### src/hdl/dchm_pkg.sv
// Shared types and constants for the deauth channel hop monitor.
// Used by every module under hdl; depends on nothing.
package dchm_pkg;

    // Field widths
    localparam int unsigned TimerW   = 16;
    localparam int unsigned TallyW   = 8;
    localparam int unsigned ChanW    = 4;
    localparam int unsigned PassW    = 4;
    localparam int unsigned ByteW    = 8;
    localparam int unsigned ReasonW  = 2;
    localparam int unsigned CfgIdxW  = 3;
    localparam int unsigned CfgDataW = 16;

    // Frame classification
    localparam logic [ByteW-1:0] DEAUTH_MASK = 8'hF0;
    localparam logic [ByteW-1:0] DEAUTH_CODE = 8'hC0;

    // Saturation limits
    localparam logic [TimerW-1:0] TIMER_MAX = 16'hFFFF;
    localparam logic [TallyW-1:0] TALLY_MAX = 8'hFF;

    // Item kind
    localparam logic FUNC_FRAME = 1'b0;
    localparam logic FUNC_TICK  = 1'b1;

    // Configuration register indexes
    localparam logic [CfgIdxW-1:0] CFG_INTERVAL  = 3'd0;
    localparam logic [CfgIdxW-1:0] CFG_QUIET     = 3'd1;
    localparam logic [CfgIdxW-1:0] CFG_THRESHOLD = 3'd2;
    localparam logic [CfgIdxW-1:0] CFG_TOP_CHAN  = 3'd3;
    localparam logic [CfgIdxW-1:0] CFG_PASSES    = 3'd4;

    // Configuration reset values
    localparam logic [TimerW-1:0] RST_INTERVAL  = 16'd1000;
    localparam logic [TimerW-1:0] RST_QUIET     = 16'd30000;
    localparam logic [TallyW-1:0] RST_THRESHOLD = 8'd5;
    localparam logic [ChanW-1:0]  RST_TOP_CHAN  = 4'd13;
    localparam logic [PassW-1:0]  RST_PASSES    = 4'd3;

    // Session end reasons
    localparam logic [ReasonW-1:0] REASON_NONE   = 2'd0;
    localparam logic [ReasonW-1:0] REASON_QUIET  = 2'd1;
    localparam logic [ReasonW-1:0] REASON_THRESH = 2'd2;
    localparam logic [ReasonW-1:0] REASON_PASSES = 2'd3;

    localparam logic [ChanW-1:0] FIRST_CHAN = 4'd1;

    typedef struct packed {
        logic [TimerW-1:0] interval_ms;
        logic [TimerW-1:0] quiet_timeout_ms;
        logic [TallyW-1:0] alert_threshold;
        logic [ChanW-1:0]  top_channel;
        logic [PassW-1:0]  pass_limit;
    } t_cfg;

    typedef struct packed {
        logic             func;
        logic             is_management;
        logic [ByteW-1:0] frame_byte;
    } t_item;

    typedef struct packed {
        logic               sniffing;
        logic [ChanW-1:0]   channel;
        logic               channel_change;
        logic               deauth_detected;
        logic               wake;
        logic [ReasonW-1:0] end_reason;
    } t_result;

endpackage

### src/hdl/dchm_cfg_regs.sv
// Configuration register file for the deauth channel hop monitor.
// Depends on dchm_pkg for the index codes, reset values and t_cfg.
module dchm_cfg_regs (
    input  logic                           i_clk,
    input  logic                           i_rst_n,
    input  logic                           i_wr_en,
    input  logic [dchm_pkg::CfgIdxW-1:0]   i_wr_index,
    input  logic [dchm_pkg::CfgDataW-1:0]  i_wr_data,
    output dchm_pkg::t_cfg                 o_cfg
);

    dchm_pkg::t_cfg r_cfg;

    // Register writes; unknown indexes are dropped
    always_ff @(posedge i_clk) begin
        if (!i_rst_n) begin
            r_cfg.interval_ms      <= dchm_pkg::RST_INTERVAL;
            r_cfg.quiet_timeout_ms <= dchm_pkg::RST_QUIET;
            r_cfg.alert_threshold  <= dchm_pkg::RST_THRESHOLD;
            r_cfg.top_channel      <= dchm_pkg::RST_TOP_CHAN;
            r_cfg.pass_limit       <= dchm_pkg::RST_PASSES;
        end else if (i_wr_en) begin
            unique case (i_wr_index)
                dchm_pkg::CFG_INTERVAL:  r_cfg.interval_ms      <= i_wr_data;
                dchm_pkg::CFG_QUIET:     r_cfg.quiet_timeout_ms <= i_wr_data;
                dchm_pkg::CFG_THRESHOLD:
                    r_cfg.alert_threshold <= i_wr_data[dchm_pkg::TallyW-1:0];
                dchm_pkg::CFG_TOP_CHAN:
                    r_cfg.top_channel <= i_wr_data[dchm_pkg::ChanW-1:0];
                dchm_pkg::CFG_PASSES:
                    r_cfg.pass_limit <= i_wr_data[dchm_pkg::PassW-1:0];
                default: ;
            endcase
        end
    end

    assign o_cfg = r_cfg;

endmodule

### src/hdl/dchm_step.sv
// Session state and per-item update logic of the deauth channel hop monitor.
// Depends on dchm_pkg for t_cfg, t_item, t_result and constants.
module dchm_step (
    input  logic              i_clk,
    input  logic              i_rst_n,
    input  logic              i_advance,
    input  dchm_pkg::t_cfg    i_cfg,
    input  dchm_pkg::t_item   i_item,
    output dchm_pkg::t_result o_result
);

    logic                         r_active;
    logic [dchm_pkg::ChanW-1:0]   r_chan;
    logic [dchm_pkg::PassW-1:0]   r_passes;
    logic [dchm_pkg::TimerW-1:0]  r_ielapsed;
    logic [dchm_pkg::TimerW-1:0]  r_since;
    logic [dchm_pkg::TallyW-1:0]  r_tally;

    logic                         n_active;
    logic [dchm_pkg::ChanW-1:0]   n_chan;
    logic [dchm_pkg::PassW-1:0]   n_passes;
    logic [dchm_pkg::TimerW-1:0]  n_ielapsed;
    logic [dchm_pkg::TimerW-1:0]  n_since;
    logic [dchm_pkg::TallyW-1:0]  n_tally;

    logic [dchm_pkg::TimerW-1:0]  since_inc;
    logic [dchm_pkg::TimerW-1:0]  ielapsed_inc;
    logic [dchm_pkg::ChanW:0]     chan_up;
    logic [dchm_pkg::PassW-1:0]   passes_up;
    logic                         wrap;
    logic                         is_deauth;
    logic                         change;
    logic                         wake;
    logic [dchm_pkg::ReasonW-1:0] reason;

    // Saturating timer ages and channel/pass increments
    assign since_inc    = (r_since == dchm_pkg::TIMER_MAX) ? r_since : r_since + 1'b1;
    assign ielapsed_inc = (r_ielapsed == dchm_pkg::TIMER_MAX) ? r_ielapsed
                                                              : r_ielapsed + 1'b1;
    assign chan_up   = {1'b0, r_chan} + 1'b1;
    assign passes_up = r_passes + 1'b1;
    assign wrap      = (chan_up > {1'b0, i_cfg.top_channel}) || chan_up[dchm_pkg::ChanW];
    assign is_deauth = i_item.is_management
                    && ((i_item.frame_byte & dchm_pkg::DEAUTH_MASK) == dchm_pkg::DEAUTH_CODE);

    // Next state and result for one item
    always_comb begin
        n_active   = r_active;
        n_chan     = r_chan;
        n_passes   = r_passes;
        n_ielapsed = r_ielapsed;
        n_since    = r_since;
        n_tally    = r_tally;
        change     = 1'b0;
        wake       = 1'b0;
        reason     = dchm_pkg::REASON_NONE;
        if (i_item.func == dchm_pkg::FUNC_FRAME) begin
            if (is_deauth) begin
                n_tally = (r_tally == dchm_pkg::TALLY_MAX) ? r_tally : r_tally + 1'b1;
                n_since = '0;
            end
        end else if (!r_active) begin
            // session start
            n_active   = 1'b1;
            n_passes   = '0;
            n_chan     = dchm_pkg::FIRST_CHAN;
            n_ielapsed = '0;
            n_since    = '0;
            n_tally    = '0;
            change     = 1'b1;
        end else begin
            n_since    = since_inc;
            n_ielapsed = ielapsed_inc;
            priority if (since_inc >= i_cfg.quiet_timeout_ms) begin
                n_active = 1'b0;
                wake     = 1'b1;
                reason   = dchm_pkg::REASON_QUIET;
            end else if (ielapsed_inc >= i_cfg.interval_ms) begin
                if (r_tally >= i_cfg.alert_threshold) begin
                    n_active = 1'b0;
                    wake     = 1'b1;
                    reason   = dchm_pkg::REASON_THRESH;
                end else begin
                    n_tally = '0;
                    if (wrap) begin
                        n_passes = passes_up;
                        n_chan   = dchm_pkg::FIRST_CHAN;
                    end else begin
                        n_chan = chan_up[dchm_pkg::ChanW-1:0];
                    end
                    if (wrap && (passes_up >= i_cfg.pass_limit)) begin
                        n_active = 1'b0;
                        wake     = 1'b1;
                        reason   = dchm_pkg::REASON_PASSES;
                    end else begin
                        change     = 1'b1;
                        n_ielapsed = '0;
                    end
                end
            end else begin
                // keep aging
            end
        end
    end

    // State update on each item that moves to the result stage
    always_ff @(posedge i_clk) begin
        if (!i_rst_n) begin
            r_active   <= 1'b0;
            r_chan     <= dchm_pkg::FIRST_CHAN;
            r_passes   <= '0;
            r_ielapsed <= '0;
            r_since    <= '0;
            r_tally    <= '0;
        end else if (i_advance) begin
            r_active   <= n_active;
            r_chan     <= n_chan;
            r_passes   <= n_passes;
            r_ielapsed <= n_ielapsed;
            r_since    <= n_since;
            r_tally    <= n_tally;
        end
    end

    assign o_result.sniffing        = n_active;
    assign o_result.channel         = n_chan;
    assign o_result.channel_change  = change;
    assign o_result.deauth_detected = (i_item.func == dchm_pkg::FUNC_FRAME) && is_deauth;
    assign o_result.wake            = wake;
    assign o_result.end_reason      = reason;

endmodule

### src/hdl/deauth_channel_hop_monitor_core.sv
// Top level of the deauth channel hop monitor: input register, result register, handshakes.
// Depends on dchm_pkg, dchm_cfg_regs and dchm_step.
//
//  channel | direction | handshake                  | payload
//  --------+-----------+----------------------------+-----------------------------------------
//  cfg     | in        | i_cfg_valid / o_cfg_ready  | i_cfg_index, i_cfg_data
//  in      | in        | i_in_valid / o_in_ready    | i_func, i_is_management, i_frame_byte
//  out     | out       | o_out_valid / i_out_ready  | o_sniffing, o_channel, o_channel_change,
//          |           |                            | o_deauth_detected, o_wake, o_end_reason
//
// One item per cycle while the result is not stalled; each item passes the input register, then the
// result register, before its result transaction on the out channel.
// Session state changes when an item moves from the input register to the result register.
// Reset clears both stage valids and the session state; no clearing pass is needed.
// With the result stalled, one more item is held in the input register, then o_in_ready drops.
// Config writes are taken in any cycle (o_cfg_ready is always high).
module deauth_channel_hop_monitor_core (
    input  logic                                i_clk,
    input  logic                                i_rst_n,
    // configuration
    input  logic                                i_cfg_valid,
    output logic                                o_cfg_ready,
    input  logic [dchm_pkg::CfgIdxW-1:0]        i_cfg_index,
    input  logic [dchm_pkg::CfgDataW-1:0]       i_cfg_data,
    // input items
    input  logic                                i_in_valid,
    output logic                                o_in_ready,
    input  logic                                i_func,
    input  logic                                i_is_management,
    input  logic [dchm_pkg::ByteW-1:0]          i_frame_byte,
    // results
    output logic                                o_out_valid,
    input  logic                                i_out_ready,
    output logic                                o_sniffing,
    output logic [dchm_pkg::ChanW-1:0]          o_channel,
    output logic                                o_channel_change,
    output logic                                o_deauth_detected,
    output logic                                o_wake,
    output logic [dchm_pkg::ReasonW-1:0]        o_end_reason
);

    dchm_pkg::t_cfg    cfg;
    dchm_pkg::t_result step_result;

    logic              r_in_valid;
    dchm_pkg::t_item   r_item;
    logic              r_out_valid;
    dchm_pkg::t_result r_result;

    logic              out_free;
    logic              advance;
    logic              in_take;

    assign o_cfg_ready = 1'b1;

    dchm_cfg_regs u_cfg (
        .i_clk      (i_clk),
        .i_rst_n    (i_rst_n),
        .i_wr_en    (i_cfg_valid),
        .i_wr_index (i_cfg_index),
        .i_wr_data  (i_cfg_data),
        .o_cfg      (cfg)
    );

    // Stage control
    assign out_free   = !r_out_valid || i_out_ready;
    assign advance    = r_in_valid && out_free;
    assign o_in_ready = !r_in_valid || out_free;
    assign in_take    = i_in_valid && o_in_ready;

    dchm_step u_step (
        .i_clk     (i_clk),
        .i_rst_n   (i_rst_n),
        .i_advance (advance),
        .i_cfg     (cfg),
        .i_item    (r_item),
        .o_result  (step_result)
    );

    // Input register
    always_ff @(posedge i_clk) begin
        if (!i_rst_n) begin
            r_in_valid <= 1'b0;
        end else if (o_in_ready) begin
            r_in_valid <= i_in_valid;
        end
    end

    always_ff @(posedge i_clk) begin
        if (in_take) begin
            r_item.func          <= i_func;
            r_item.is_management <= i_is_management;
            r_item.frame_byte    <= i_frame_byte;
        end
    end

    // Result register
    always_ff @(posedge i_clk) begin
        if (!i_rst_n) begin
            r_out_valid <= 1'b0;
        end else if (out_free) begin
            r_out_valid <= r_in_valid;
        end
    end

    always_ff @(posedge i_clk) begin
        if (advance) begin
            r_result <= step_result;
        end
    end

    assign o_out_valid       = r_out_valid;
    assign o_sniffing        = r_result.sniffing;
    assign o_channel         = r_result.channel;
    assign o_channel_change  = r_result.channel_change;
    assign o_deauth_detected = r_result.deauth_detected;
    assign o_wake            = r_result.wake;
    assign o_end_reason      = r_result.end_reason;

endmodule
### config.mk
export PLATFORM = sky130hd
export DESIGN_NAME = deauth_channel_hop_monitor_core
export DESIGN_NICKNAME = d
export VERILOG_FILES = /design/src/hdl/dchm_pkg.sv /design/src/hdl/dchm_cfg_regs.sv /design/src/hdl/dchm_step.sv /design/src/hdl/deauth_channel_hop_monitor_core.sv
export SDC_FILE = /design/constraint.sdc
export NUM_CORES = 1
export LEC_CHECK = 0
export BUFFER_PORTS_ARGS = -buffer_cell sky130_fd_sc_hd__buf_4
export CORE_MARGIN = 10
export CORE_UTILIZATION = 48
export DETAILED_ROUTE_END_ITERATION = 8
export HOLD_SLACK_MARGIN = 0.08
export PLACE_DENSITY = 0.68
export REMOVE_ABC_BUFFERS = 1
export SLEW_MARGIN = 20
export SYNTH_ARGS = -nofsm -noshare
export SYNTH_HDL_FRONTEND = slang
export SYNTH_SLANG_ARGS = --single-unit
### constraint.sdc
create_clock -name i_clk -period 6.8 [get_ports i_clk]
set_clock_uncertainty 0.05 [all_clocks]
set_input_delay 2.04 -clock i_clk [delete_from_list [all_inputs] [get_ports i_clk]]
set_output_delay 2.04 -clock i_clk [all_outputs]
set_load 0.03 [all_outputs]
==> flow_summary_export.csv <==
group,metric,value,unit
worst_setup_path,ff2ff_setup_slack,2.35,ns
die,fp.dieW,137,um
worst_setup_path,cp.required,4.71,ns
final_layout,diodes,0,
final_layout,final_nets,881,
placement,gp_congestion,0.862,
die,chipHeight,137,um
power,seq_power_share,39.4,%
logic_synthesis,ys_seq_area_share,37.2,%
die,initial_core_util,49.6,%
clocking,numCtsBuffers,17,
clocking,cts_hold_buf,0,
sta,slew_violations,0,
sta,hold_viol,0,
clocking,path_clk_slew,0.05,ns
worst_hold_path,whs_endpoint,"u_cfg.o_cfg[9]$_SDFFE_PN0P_",
logic_synthesis,synth.largest_area_cell,"dfxtp_1",
die,core_area,0.0133,mm2
sta,setup_violations,0,
power,switching_share,21.8,%
worst_hold_path,hp-start,"u_cfg.o_cfg[9]$_SDFFE_PN0P_",
clocking,cts_tree,"built",
power,powerDensity,234,mW/mm2
worst_hold_path,hp-class,"reg -> reg",
global_route,grt-ovfl-total,0,
outcome,run_status,"completed",
die,num_rows,42,
logic_synthesis,synthFlopType,"dfxtp_1",
worst_hold_path,hold_depth,2,
run,max_cap_violations,0,
global_route,grt_max_degree,34,
sta,fin_crit,4.85,ns
global_route,grt_pass1_vias,5480,
clocking,htree_levels,4,
final_layout,layout-drive-gt1-share,13.4,%
worst_setup_path,critPathLaunchType,"input pin",
sta,finalCritPeriodShare,71.3,%
sta,fmax,0.206,GHz
drt,drtIter0Drc,402,
clocking,cts.path.max_buffers,2,
logic_synthesis,synth_cell_type_count,84,
placement,io_buffer_count,41,
final_layout,fin_area,0.00768,mm2
sta,tightest_slew,1.00,ns
drt,firstDrtPassIters,5,
power,pwr-share-comb,5.2,%
logic_synthesis,ys_async_sr_fraction,0,%
logic_synthesis,netlist_instances,761,
power,internal_power,0.00141,W
worst_setup_path,regToRegStartpoint,"u_step.r_since[5]$_SDFFE_PN0P_",
die,pin_count,47,
placement,dp_slack,1.95,ns
clocking,insertion_delay,0.42,ns
logic_synthesis,yosysTopAreaCellShare,29.9,%
clocking,post_cts_buffers,0,
final_layout,syn_to_final_growth,16.1,%
power,clock_power_share,55.4,%
die,die-area,0.0189,mm2
power,vdd.ir_drop.worst,0.000171,V
worst_setup_path,cp_data_arrival_time,2.76,ns
power,p_switching,0.000393,W
logic_synthesis,ys_seq_elements,115,
worst_setup_path,reg2regPathDepth,13,
placement,dp_hpwl,11600,um
logic_synthesis,synth_most_common_cell,"nand2_1",
clocking,cts-root-buf,"clkbuf_16",
power,leakage,3.15,nW
worst_setup_path,worst_path_most_repeated_cell,"buf_4",
worst_setup_path,critPathKind,"in -> out",
worst_setup_path,end_kind,"primary output",
logic_synthesis,avgSynthCellArea,8.70,um2
logic_synthesis,synth_edf_count,16,
sta,relSlewSlack,32.9,%
logic_synthesis,ys.warnings.count,0,
drt,wire_per_inst,16.4,um
worst_setup_path,cpMaxStageDelayCell,"nor2b_1",
drt,detail-route-antenna-nets,0,
worst_setup_path,cpPeakStageDelay,0.29,ns
clocking,ctsResizeCount,0,
sta,finalWorstSetupSlack,1.95,ns
global_route,track_usage,17.6,%
sta,fin_setup_tns,0,ns
clocking,clock_sinks,115,
logic_synthesis,synth_top_cells_by_count,"nand2_1, dfxtp_1, a21oi_1, inv_1, ha_1",
logic_synthesis,syn_area,0.00662,mm2
worst_setup_path,r2r_end,"u_step.r_ielapsed[9]$_SDFFE_PN0P_",
sta,rsz0062_at_grt,"false",
worst_setup_path,cp_max_fo,4,
placement,placed_cell_area,0.00702,mm2
global_route,antenna_found_initial,0,
logic_synthesis,ys_top_cells_by_area,"dfxtp_1, ha_1, edfxtp_1",
drt,routed_via_density,5.74,
worst_setup_path,cp_cell_sequence,"buf_4, nor2b_1, nand2_1, buf_4",
drt,remaining_drc_errors,0,
drt,wl,16100,um
drt,vias,5646,
global_route,grt_pass1_wl,26700,um
[placed cells by master (no fill, tap or decap), types with 4 or more instances in the layout]
cell type	n
a211oi_1	4
o21a_1	4
o21ai_1	16
dfxtp_1	99
a21o_1	6
nand3_1	23
nand4_1	14
ha_1	53
o211ai_1	16
nor2_1	39
a31oi_1	8
nand2_1	126
inv_1	55
nor2b_1	6
nor3_1	6
and4_1	7
bufinv_16	5
and3_1	8
o21ai_0	19
a22o_1	10
mux2i_1	11
buf_4	44
or3_1	8
clkbuf_16	18
edfxtp_1	16
and2_1	11
xnor2_1	15
xor2_1	12
a21oi_1	60
nand2b_1	7
[critical path, delay by kind of cell]
family | cells | cell delay, ns
AND/OR/NAND/NOR | 2 | 0.42
buffers and inverters | 2 | 0.30
[per-stage QoR]
stage	total power [W]	util (%)	instances	hold slack, ns
6_report	0.00180	57.6	983	0.406
5_1_grt	0.00185	57.6	983	0.426
4_1_cts	0.00181	57.6	983	0.406
3_5_place_dp	0.000817	52.6	951	0.399
3_3_place_gp	0.000814	52.6	951	0.395
2_1_floorplan	0.000775	-	731	0.386
[worst max-delay path by stage]
| stage | startpoint | endpoint | slack [ns] | cells past startpoint |
|---|---|---|---|---|
| floorplan | i_out_ready | o_in_ready | 2.13 | 2 |
| global placement | i_out_ready | o_in_ready | 1.98 | 4 |
| detailed placement | i_out_ready | o_in_ready | 1.95 | 4 |
| CTS | i_out_ready | o_in_ready | 1.95 | 4 |
| global route | i_out_ready | o_in_ready | 1.89 | 4 |
| finish | i_out_ready | o_in_ready | 1.95 | 4 |
[flip-flops by register name (all words and copies together), names as in the netlist, 2 cells and up]
| signal | count |
|---|---|
| u_step.r_passes | 4 |
| u_step.r_ielapsed | 16 |
| u_cfg.o_cfg | 48 |
| r_item | 6 |
| u_step.r_tally | 8 |
| o_channel | 4 |
| o_end_reason | 2 |
| u_step.r_since | 16 |
| u_step.r_chan | 4 |
[per-layer routing]
metal  global-route usage, %  part of all wire, %  vias to the layer above
li1                        -                    -                     2798
met1                    21.5                   44                     2695
met2                    30.1                   50                      138
met3                    4.52                  4.9                       15
met4                    4.57                 0.94                        0
met5                       0                    0                        -
[power by group through the flow]
| stage | clock [W] | sequential [W] | combinational [W] |
|---|---|---|---|
| finish | 0.000997 | 0.000710 | 0.0000930 |
| CTS | 0.00101 | 0.000710 | 0.0000933 |
| global placement | 0 | 0.000724 | 0.0000904 |
| floorplan | 0 | 0.000728 | 0.0000474 |
| detailed placement | 0 | 0.000725 | 0.0000927 |
| global route | 0.00104 | 0.000712 | 0.000103 |
[cell families (layout without fill, tap and decap cells)]
| group | Yosys count | in the layout | synth area share [%] |
|---|---|---|---|
| multiplexers | 14 | 14 | 2.17 |
| buffers and inverters | 86 | 132 | 5.41 |
| adder cells (fa/ha/maj) | 53 | 53 | 10.0 |
| AO/OA/AOI/OAI | 182 | 182 | 19.7 |
| XOR/XNOR | 27 | 27 | 3.57 |
| other | 1 | 1 | 0.0567 |
| flip-flops | 115 | 115 | 37.2 |
| AND/OR/NAND/NOR | 283 | 283 | 21.9 |
[layout make-up]
type	count	area [um2]
Clock inverter	13	205
Sequential cell	115	2460
Timing Repair Buffer	44	330
Fill cell	1164	5670
Multi-Input combinational cell	560	3800
Clock buffer	19	454
Inverter	56	210
Tap cell	176	220
(Power assumes the default switching activity.)
